==> src/rtl/indexed_deque_list_assert.svh <==
// ---------------------------------------------------------------------------
// indexed_deque_list assertion macros
// Shared concurrent assertion forms, clocked on clk, quiet during reset.
// ---------------------------------------------------------------------------
`ifndef INDEXED_DEQUE_LIST_ASSERT_SVH
`define INDEXED_DEQUE_LIST_ASSERT_SVH

// expression must hold at every clock edge out of reset
`define IDL_ASSERT_ALWAYS(lbl, expr, msg) \
  lbl: assert property (@(posedge clk) disable iff (!rst_n) (expr)) else $error(msg);

// consequent must hold in the cycle after the antecedent
`define IDL_ASSERT_NEXT(lbl, ante, cons, msg) \
  lbl: assert property (@(posedge clk) disable iff (!rst_n) (ante) |=> (cons)) \
    else $error(msg);

`endif

==> src/rtl/idl_pkg.sv <==
// ---------------------------------------------------------------------------
// idl_pkg
// Constants, codes and controller/datapath interface types of the list.
// ---------------------------------------------------------------------------
package idl_pkg;

  // sizing
  localparam int unsigned CAPACITY = 64;
  localparam int unsigned AW       = $clog2(CAPACITY);      // entry address
  localparam int unsigned CW       = $clog2(CAPACITY + 1);  // count
  localparam int unsigned DW       = 32;                    // word
  localparam int unsigned ACTW     = 4;
  localparam int unsigned PW       = 7;                     // position field
  localparam int unsigned STW      = 2;

  // request actions
  localparam logic [ACTW-1:0] A_PUSH_BACK  = 4'd0;
  localparam logic [ACTW-1:0] A_PUSH_FRONT = 4'd1;
  localparam logic [ACTW-1:0] A_POP_BACK   = 4'd2;
  localparam logic [ACTW-1:0] A_POP_FRONT  = 4'd3;
  localparam logic [ACTW-1:0] A_PEEK_BACK  = 4'd4;
  localparam logic [ACTW-1:0] A_PEEK_FRONT = 4'd5;
  localparam logic [ACTW-1:0] A_READ_AT    = 4'd6;
  localparam logic [ACTW-1:0] A_INSERT_AT  = 4'd7;
  localparam logic [ACTW-1:0] A_REMOVE_AT  = 4'd8;
  localparam logic [ACTW-1:0] A_CLEAR      = 4'd9;

  // result status
  localparam logic [STW-1:0] ST_OK    = 2'd0;
  localparam logic [STW-1:0] ST_RANGE = 2'd1;
  localparam logic [STW-1:0] ST_FULL  = 2'd2;

  localparam logic signed [DW-1:0] NEG_ONE = '1;

  // controller -> datapath commands
  typedef struct packed {
    logic           ld_req;   // latch the incoming request
    logic           rd_en;    // registered memory read
    logic [AW-1:0]  rd_addr;
    logic           wr_en;
    logic [AW-1:0]  wr_addr;
    logic           wr_val;   // 1: write request value, 0: write read data
    logic           res_set;  // result <= -1, status <= st
    logic [STW-1:0] st;
    logic           res_ld;   // result <= read data
    logic           cnt_inc;
    logic           cnt_dec;
    logic           cnt_clr;
    logic           out_ld;   // move result into the output register
  } cmd_t;

  // datapath -> controller status
  typedef struct packed {
    logic [ACTW-1:0] act;
    logic [PW-1:0]   pos;
    logic [CW-1:0]   count;
    logic            out_free;
  } sts_t;

endpackage

==> src/rtl/idl_datapath.sv <==
// ---------------------------------------------------------------------------
// idl_datapath
// Entry memory, occupancy counter, request latch, result and output register.
// ---------------------------------------------------------------------------
`include "indexed_deque_list_assert.svh"

module idl_datapath (
  input  logic                    clk,
  input  logic                    rst_n,
  input  idl_pkg::cmd_t           cmd,
  output idl_pkg::sts_t           sts,
  input  logic [idl_pkg::ACTW-1:0]      req_act,
  input  logic [idl_pkg::PW-1:0]        req_pos,
  input  logic signed [idl_pkg::DW-1:0] req_val,
  input  logic                    out_tready,
  output logic                    out_valid,
  output logic signed [idl_pkg::DW-1:0] out_value,
  output logic [idl_pkg::STW-1:0] out_status,
  output logic [idl_pkg::CW-1:0]  out_count,
  output logic                    out_empty
);
  import idl_pkg::*;

  logic signed [DW-1:0] mem [CAPACITY];
  logic signed [DW-1:0] rdata_r;

  logic [ACTW-1:0]      act_r;
  logic [PW-1:0]        pos_r;
  logic signed [DW-1:0] val_r;
  logic [CW-1:0]        count_r;
  logic signed [DW-1:0] res_r;
  logic [STW-1:0]       st_r;

  logic                 out_valid_r;
  logic signed [DW-1:0] out_value_r;
  logic [STW-1:0]       out_status_r;
  logic [CW-1:0]        out_count_r;
  logic                 out_empty_r;

  // entry memory: one write port, one registered read port
  always_ff @(posedge clk) begin
    if (cmd.wr_en) begin
      mem[cmd.wr_addr] <= cmd.wr_val ? val_r : rdata_r;
    end
    if (cmd.rd_en) begin
      rdata_r <= mem[cmd.rd_addr];
    end
  end

  // request latch and result registers
  always_ff @(posedge clk) begin
    if (cmd.ld_req) begin
      act_r <= req_act;
      pos_r <= req_pos;
      val_r <= req_val;
    end
    if (cmd.res_set) begin
      res_r <= NEG_ONE;
      st_r  <= cmd.st;
    end else if (cmd.res_ld) begin
      res_r <= rdata_r;
    end
  end

  // occupancy
  always_ff @(posedge clk) begin
    if (!rst_n) begin
      count_r <= '0;
    end else if (cmd.cnt_clr) begin
      count_r <= '0;
    end else if (cmd.cnt_inc) begin
      count_r <= count_r + CW'(1);
    end else if (cmd.cnt_dec) begin
      count_r <= count_r - CW'(1);
    end
  end

  // output register: holds one finished result
  always_ff @(posedge clk) begin
    if (!rst_n) begin
      out_valid_r <= 1'b0;
    end else if (cmd.out_ld) begin
      out_valid_r <= 1'b1;
    end else if (out_tready) begin
      out_valid_r <= 1'b0;
    end
  end

  always_ff @(posedge clk) begin
    if (cmd.out_ld) begin
      out_value_r  <= res_r;
      out_status_r <= st_r;
      out_count_r  <= count_r;
      out_empty_r  <= (count_r == '0);
    end
  end

  assign sts.act      = act_r;
  assign sts.pos      = pos_r;
  assign sts.count    = count_r;
  assign sts.out_free = !out_valid_r || out_tready;

  assign out_valid  = out_valid_r;
  assign out_value  = out_value_r;
  assign out_status = out_status_r;
  assign out_count  = out_count_r;
  assign out_empty  = out_empty_r;

  `IDL_ASSERT_ALWAYS(a_count_bound, count_r <= CW'(CAPACITY), "occupancy above capacity")
  `IDL_ASSERT_NEXT(a_count_clr, cmd.cnt_clr, count_r == '0, "clear left entries")
  `IDL_ASSERT_NEXT(a_count_inc, cmd.cnt_inc && !cmd.cnt_clr,
                   count_r == $past(count_r) + CW'(1), "insert did not grow the list")

endmodule

==> src/rtl/idl_ctrl.sv <==
// ---------------------------------------------------------------------------
// idl_ctrl
// Request decoder, sequencer and shift cursor of the list.
// ---------------------------------------------------------------------------
module idl_ctrl (
  input  logic          clk,
  input  logic          rst_n,
  input  logic          in_tvalid,
  output logic          in_tready,
  input  idl_pkg::sts_t sts,
  output idl_pkg::cmd_t cmd
);
  import idl_pkg::*;

  localparam int unsigned SW = 3;
  localparam logic [SW-1:0] S_IDLE    = 3'd0;
  localparam logic [SW-1:0] S_DEC     = 3'd1;
  localparam logic [SW-1:0] S_RDW     = 3'd2;  // read data pending
  localparam logic [SW-1:0] S_RMW     = 3'd3;  // removed word pending
  localparam logic [SW-1:0] S_RMV     = 3'd4;  // shift toward the front
  localparam logic [SW-1:0] S_INS_W   = 3'd5;  // shift toward the back
  localparam logic [SW-1:0] S_INS_PUT = 3'd6;
  localparam logic [SW-1:0] S_DONE    = 3'd7;

  localparam int unsigned KW = 3;
  localparam logic [KW-1:0] K_ERR  = 3'd0;
  localparam logic [KW-1:0] K_CLR  = 3'd1;
  localparam logic [KW-1:0] K_READ = 3'd2;
  localparam logic [KW-1:0] K_REM  = 3'd3;
  localparam logic [KW-1:0] K_INS  = 3'd4;

  localparam int unsigned XW = (PW > CW) ? PW : CW;

  logic [SW-1:0] state_r, state_nxt;
  logic [CW-1:0] cur_r, cur_nxt;

  logic [KW-1:0]  kind;
  logic [CW-1:0]  idx;
  logic [STW-1:0] err_st;
  logic           full, empty;
  logic [XW-1:0]  pos_x, cnt_x;
  logic [CW:0]    cur_p1, cur_p2, cnt_w;
  logic [CW-1:0]  cur_m1, cur_m2, cnt_m1;

  assign full   = sts.count >= CW'(CAPACITY);
  assign empty  = sts.count == '0;
  assign pos_x  = XW'(sts.pos);
  assign cnt_x  = XW'(sts.count);
  assign cnt_w  = {1'b0, sts.count};
  assign cnt_m1 = sts.count - CW'(1);
  assign cur_p1 = {1'b0, cur_r} + (CW+1)'(1);
  assign cur_p2 = {1'b0, cur_r} + (CW+1)'(2);
  assign cur_m1 = cur_r - CW'(1);
  assign cur_m2 = cur_r - CW'(2);

  // request decode: every action but clear and the failed ones becomes insert, remove or read at an index
  always_comb begin
    kind   = K_ERR;
    idx    = '0;
    err_st = ST_OK;
    unique case (sts.act)
      A_PUSH_BACK: begin
        if (full) err_st = ST_FULL;
        else begin kind = K_INS; idx = sts.count; end
      end
      A_PUSH_FRONT: begin
        if (full) err_st = ST_FULL;
        else kind = K_INS;
      end
      A_POP_BACK, A_PEEK_BACK: begin
        if (empty) err_st = ST_RANGE;
        else begin
          kind = (sts.act == A_POP_BACK) ? K_REM : K_READ;
          idx  = cnt_m1;
        end
      end
      A_POP_FRONT, A_PEEK_FRONT: begin
        if (empty) err_st = ST_RANGE;
        else kind = (sts.act == A_POP_FRONT) ? K_REM : K_READ;
      end
      A_READ_AT, A_REMOVE_AT: begin
        if (pos_x >= cnt_x) err_st = ST_RANGE;
        else begin
          kind = (sts.act == A_READ_AT) ? K_READ : K_REM;
          idx  = CW'(sts.pos);
        end
      end
      A_INSERT_AT: begin
        if (pos_x > cnt_x) err_st = ST_RANGE;
        else if (full) err_st = ST_FULL;
        else begin kind = K_INS; idx = CW'(sts.pos); end
      end
      A_CLEAR: kind = K_CLR;
      default: err_st = ST_RANGE;
    endcase
  end

  // sequencer
  always_comb begin
    state_nxt = state_r;
    cur_nxt   = cur_r;
    cmd       = '0;
    in_tready = 1'b0;
    unique case (state_r)
      S_IDLE: begin
        in_tready  = 1'b1;
        cmd.ld_req = in_tvalid;
        if (in_tvalid) state_nxt = S_DEC;
      end
      S_DEC: begin
        cmd.res_set = 1'b1;
        cmd.st      = err_st;
        unique case (kind)
          K_CLR: begin
            cmd.cnt_clr = 1'b1;
            state_nxt   = S_DONE;
          end
          K_READ: begin
            cmd.rd_en   = 1'b1;
            cmd.rd_addr = idx[AW-1:0];
            state_nxt   = S_RDW;
          end
          K_REM: begin
            cmd.rd_en   = 1'b1;
            cmd.rd_addr = idx[AW-1:0];
            cur_nxt     = idx;
            state_nxt   = S_RMW;
          end
          K_INS: begin
            if (idx == sts.count) begin
              cur_nxt   = idx;
              state_nxt = S_INS_PUT;
            end else begin
              cmd.rd_en   = 1'b1;
              cmd.rd_addr = cnt_m1[AW-1:0];
              cur_nxt     = sts.count;
              state_nxt   = S_INS_W;
            end
          end
          default: state_nxt = S_DONE;
        endcase
      end
      S_RDW: begin
        cmd.res_ld = 1'b1;
        state_nxt  = S_DONE;
      end
      S_RMW: begin
        cmd.res_ld = 1'b1;
        if (cur_p1 < cnt_w) begin
          cmd.rd_en   = 1'b1;
          cmd.rd_addr = cur_p1[AW-1:0];
          state_nxt   = S_RMV;
        end else begin
          cmd.cnt_dec = 1'b1;
          state_nxt   = S_DONE;
        end
      end
      S_RMV: begin
        cmd.wr_en   = 1'b1;
        cmd.wr_addr = cur_r[AW-1:0];
        cur_nxt     = cur_p1[CW-1:0];
        if (cur_p2 < cnt_w) begin
          cmd.rd_en   = 1'b1;
          cmd.rd_addr = cur_p2[AW-1:0];
        end else begin
          cmd.cnt_dec = 1'b1;
          state_nxt   = S_DONE;
        end
      end
      S_INS_W: begin
        cmd.wr_en   = 1'b1;
        cmd.wr_addr = cur_r[AW-1:0];
        cur_nxt     = cur_m1;
        if (cur_m1 == idx) begin
          state_nxt = S_INS_PUT;
        end else begin
          cmd.rd_en   = 1'b1;
          cmd.rd_addr = cur_m2[AW-1:0];
        end
      end
      S_INS_PUT: begin
        cmd.wr_en   = 1'b1;
        cmd.wr_val  = 1'b1;
        cmd.wr_addr = cur_r[AW-1:0];
        cmd.cnt_inc = 1'b1;
        state_nxt   = S_DONE;
      end
      S_DONE: begin
        if (sts.out_free) begin
          cmd.out_ld = 1'b1;
          state_nxt  = S_IDLE;
        end
      end
      default: state_nxt = S_IDLE;
    endcase
  end

  always_ff @(posedge clk) begin
    if (!rst_n) begin
      state_r <= S_IDLE;
      cur_r   <= '0;
    end else begin
      state_r <= state_nxt;
      cur_r   <= cur_nxt;
    end
  end

endmodule

==> src/rtl/indexed_deque_list.sv <==
// ---------------------------------------------------------------------------
// indexed_deque_list
// Bounded ordered list of signed 32-bit words with end and indexed access.
// ---------------------------------------------------------------------------
// One request at a time: the list takes a request, works it through an
// entry memory with one read and one write port, and leaves one result in
// the output register. After that it takes the next request even if that
// result is still not taken. Errors and clear go from decode to done.
// Reads and peeks pass read wait, push back the put state, pop back
// removed-word wait. Insert and remove move every entry behind the
// index by one place, one entry per cycle. The next request is taken
// in the cycle after the result is loaded. A result still held in the
// output register stalls the next result, not the next accept. Push
// front and pop front are insert and remove at index 0, so they cost
// the full shift.
module indexed_deque_list (
  input  logic        clk,
  input  logic        rst_n,
  input  logic        in_tvalid,
  output logic        in_tready,
  input  logic [47:0] in_tdata,   // action[3:0], position[10:4], value[42:11]
  output logic        out_tvalid,
  input  logic        out_tready,
  output logic [47:0] out_tdata   // result_value[31:0], status[33:32],
                                  // count[40:34], empty_res[41]
);
  import idl_pkg::*;

  cmd_t cmd;
  sts_t sts;

  logic signed [DW-1:0] out_value;
  logic [STW-1:0]       out_status;
  logic [CW-1:0]        out_count;
  logic                 out_empty;

  // sequencer
  idl_ctrl u_ctrl (
    .clk       (clk),
    .rst_n     (rst_n),
    .in_tvalid (in_tvalid),
    .in_tready (in_tready),
    .sts       (sts),
    .cmd       (cmd)
  );

  // storage and result path
  idl_datapath u_dp (
    .clk        (clk),
    .rst_n      (rst_n),
    .cmd        (cmd),
    .sts        (sts),
    .req_act    (in_tdata[3:0]),
    .req_pos    (in_tdata[10:4]),
    .req_val    (in_tdata[42:11]),
    .out_tready (out_tready),
    .out_valid  (out_tvalid),
    .out_value  (out_value),
    .out_status (out_status),
    .out_count  (out_count),
    .out_empty  (out_empty)
  );

  assign out_tdata = {6'b0, out_empty, out_count, out_status, out_value};

endmodule
==> config.mk <==
export PLATFORM = sky130hd
export DESIGN_NAME = indexed_deque_list
export DESIGN_NICKNAME = d
export VERILOG_FILES = /design/src/rtl/idl_pkg.sv /design/src/rtl/idl_datapath.sv /design/src/rtl/idl_ctrl.sv /design/src/rtl/indexed_deque_list.sv
export VERILOG_INCLUDE_DIRS = /design/src /design/src/rtl
export SDC_FILE = /design/constraint.sdc
export NUM_CORES = 2
export LEC_CHECK = 0
export ABC_AREA = 1
export ABC_CLOCK_PERIOD_IN_PS = 15850
export BUFFER_PORTS_ARGS = -buffer_cell sky130_fd_sc_hd__clkbuf_2
export CAP_MARGIN = 10
export CORE_ASPECT_RATIO = 1.4
export CORE_UTILIZATION = 25
export DETAILED_ROUTE_END_ITERATION = 10
export PLACE_DENSITY_LB_ADDON = 0.2
export SLEW_MARGIN = 25
export SYNTH_ARGS = -nofsm -noshare
export SYNTH_HDL_FRONTEND = slang
export SYNTH_HIERARCHICAL = 1
export SYNTH_SLANG_ARGS = --single-unit
==> constraint.sdc <==
create_clock -name clk -period 15.85 [get_ports clk]
set_clock_uncertainty 0.1 [all_clocks]
set_input_delay 0.7925 -clock clk [delete_from_list [all_inputs] [get_ports clk]]
set_output_delay 0.7925 -clock clk [all_outputs]
set_load 0.005 [all_outputs]
==> reports/metrics.yaml <==
synthesis:
  async_flop_share_pct: 0
  ys_seq_area_share_pct: 73.0
  yosysTopAreaCellShare_pct: 71.8
  synthTopCellsByCount: "nand2_1 (2446), edfxtp_1 (2167), nand3_1 (1946)"
  synth_edf_count: 2167
  synth.most_common_cell: "nand2_1"
  ys_types: 48
  ys_ff_latch: 2217
  synth_top_area_cell: "edfxtp_1"
  synth_area_leaders: "edfxtp_1 (72%), nand3_1 (11%), nand2_1 (10%)"
  syn_area_sq_um: 90600
  synthFlopType: "edfxtp_1"
  synth_area_per_cell_sq_um: 11.9
  syn_inst: 7611
  yosys_warnings: 6
worst_setup_path:
  path_class: "reg2reg"
  ff2ff_path_depth: 28
  critPathArrivalTime_ns: 8.83
  cp_top_family: "simple AND/OR/NAND/NOR gates"
  critPathMostFrequentCell: "nand2_1"
  critPathCapture: "u_dp/rdata_r[13]"
  crit_required_ns: 16.46
  crit_path_start: "u_ctrl/cur_r[2]"
  slowest_stage: "buf_4"
  rrSetupSlack_ns: 7.63
  timing.rr.end: "u_dp/rdata_r[13]"
  critPathMaxFanout: 175
  r2r_start: "u_ctrl/cur_r[2]"
  path_depth: 28
  cp-end-kind: "register"
  cp_num_buf_inv: 5
  worstSetupStartpointType: "register"
  cpPeakStageDelay_ns: 0.80
grt:
  grt_pass1_vias: 56900
  grt.overflow.total: 0
  grt_pass1_wl_um: 411000
  antenna_found_initial: 9
  grt_max_degree: 190
  grt_use_total_pct: 15.4
cts:
  holdBufCountCts: 43
  clk_latency_ns: 0.88
  cts_buffers: 211
  cts_resized: 0
  cts-htree-levels: 4
  postCtsSetupBuffers: 0
  cts_tree: "yes"
  clkTransAtPathRegs_ns: 0.07
  clock-root-buffer: "clkbuf_16"
  cts_sinks: 2217
  cts_max_path_buffers: 4
final_layout:
  fillerInstances: 36800
  multi_input_area_sq_um: 22300
  final-seq-area_sq_um: 66100
  nets: 7730
  area.growth.synth_to_final_pct: 14.3
  final_cells: 12500
  drive_gt1_share_pct: 8.66
die:
  placementRows: 261
  fp.dieH_um: 714
  io_pins: 102
  initial_core_util_pct: 25.1
  placeableCoreArea_sq_um: 361000
  die-area_sq_um: 365000
  die_w_um: 511
power_and_ir_drop:
  p_int_mw: 12.8
  pwr-share-seq_pct: 33.2
  powerDensity_nw_per_um2: 226
  power_frac_clock_pct: 20.6
  p_sw_share_pct: 45.3
  pwr-share-comb_pct: 46.2
  power_mw: 23.4
  power_leakage_nw: 35.5
  ir_drop_uv: 222
  switchingPower_mw: 10.6
sta:
  rsz0062_at_grt: "false"
  period_needed_ns: 8.22
  relSlewSlack_pct: 26.5
  fin_ws_ns: 7.63
  setup_viol: 0
  fin_tns_setup_ns: 0
  hold_viol: 0
  whs_ns: 0.131
  worst_pin_slew_ns: 1.10
  slew_viol_final: 0
  clock.fmax_mhz: 122
  period_share_pct: 51.9
detailed_routing:
  first_iter_violations: 4873
  dr.pass1.iters: 7
  drc: 0
  via_per_inst: 4.67
  vias: 58600
  antenna_left: 0
  drt-total-wl_um: 287000
  post_drt_wl_per_cell_um: 22.9
job:
  drv_cap: 0
place:
  place_worst_setup_slack_ns: 7.50
  hpwl_um: 147000
  numPortBuffers: 90
  placed_cells: 12100
  gp_congestion: 0.791
worst_hold_path:
  min_path_type: "in2reg"
outcome:
  status: "finished clean"
[area by class of cell]
type | count | area share, %
clock inverters | 102 | 0.702
clock buffers | 268 | 5.41
flip-flops and latches | 2217 | 63.8
repair buffers | 299 | 2.24
well taps | 4734 | 5.72
multi-input cells | 4791 | 21.6
inverters | 126 | 0.492
diodes | 4 | 0.00967
[power by group through the flow]
stage	combinational, mW	clock [mW]	sequential [mW]
after global placement	10.8	0	7.90
after CTS	11.0	4.97	7.78
after detailed placement	10.9	0	7.90
after floorplan	6.78	0	7.99
after global routing	11.8	5.15	7.79
final	10.8	4.83	7.78
[per-stage QoR]
stage,util (%),instance area [sq um]
detailed placement,26.8,96600
global route,28.7,103000
global placement,26.8,96600
finish,28.7,103000
CTS,28.6,103000
floorplan,-,90600
[cells by family after synthesis]
family | count (synthesis) | synth area share (%)
AND/OR/NAND/NOR | 4588 | 22.1
flip-flops | 2217 | 73.0
buffers and inverters | 608 | 3.37
AO/OA/AOI/OAI | 145 | 0.961
adder cells (fa/ha/maj) | 32 | 0.450
XOR/XNOR | 20 | 0.193
other | 1 | 0.00414
[worst min path at each step]
stage / startpoint / end / slack, ns / cells past startpoint
detailed placement: u_dp/st_r[0] / u_dp/out_status[0] / 0.31 / 0
global route: rst_n / u_ctrl/state_r[0] / 0.10 / 3
global placement: u_dp/res_r[3] / u_dp/out_value[3] / 0.32 / 0
floorplan: u_dp/st_r[0] / u_dp/out_status[0] / 0.30 / 0
finish: rst_n / u_ctrl/state_r[0] / 0.13 / 3
CTS: rst_n / u_ctrl/state_r[0] / 0.07 / 3
[placed cells by master (no fill, tap or decap), types with 6 or more instances in the layout]
cell type	n
inv_1	113
clkinv_1	50
nand2_1	2445
nand3_1	1944
nand3_2	9
clkinv_2	30
bufinv_16	9
clkbuf_16	214
nor4_2	8
conb_1	6
nor2_4	61
nor2_2	6
a21oi_1	33
xor2_1	18
clkbuf_2	90
inv_2	8
buf_12	10
nor2_1	44
nand2_2	7
dfxtp_1	50
dlygate4sd3_1	43
nor3_1	8
nand4_1	40
o211ai_1	34
ha_1	31
o21ai_4	32
buf_4	150
edfxtp_1	2167
o21ai_0	23
clkbuf_1	50
clkinvlp_4	6
[sequential cells by signal (all words and copies together) (netlist names)]
name / cells
u_dp/act_r: 4
u_dp/out_count: 7
u_dp/out_status: 2
u_dp/count_r: 7
u_dp/out_valid: 1
u_dp/out_empty: 1
u_dp/mem: 2048
u_dp/val_r: 32
u_ctrl/state_r: 3
u_dp/rdata_r: 32
u_dp/out_value: 32
u_dp/st_r: 2
u_dp/res_r: 32
u_ctrl/cur_r: 7
u_dp/pos_r: 7
[routing by layer]
layer / share of wire [%] / track usage [%]
met5: 0 / 0
met4: 3.5 / 5.18
met3: 4.4 / 1.51
met2: 50 / 27.2
met1: 42 / 19.5
[worst reg2reg max path, delay by kind of cell (launching register included)]
family / cells / cell delay [ns]
xor gates and xnor gates: 1 / 0.38
AOI/OAI and AO/OA: 4 / 0.55
adders and majority gates: 2 / 0.57
and+or+nand+nor: 16 / 3.22
buffers and inverters: 5 / 2.78
DFF: 1 / 0.48
(Power assumes the default switching activity.)
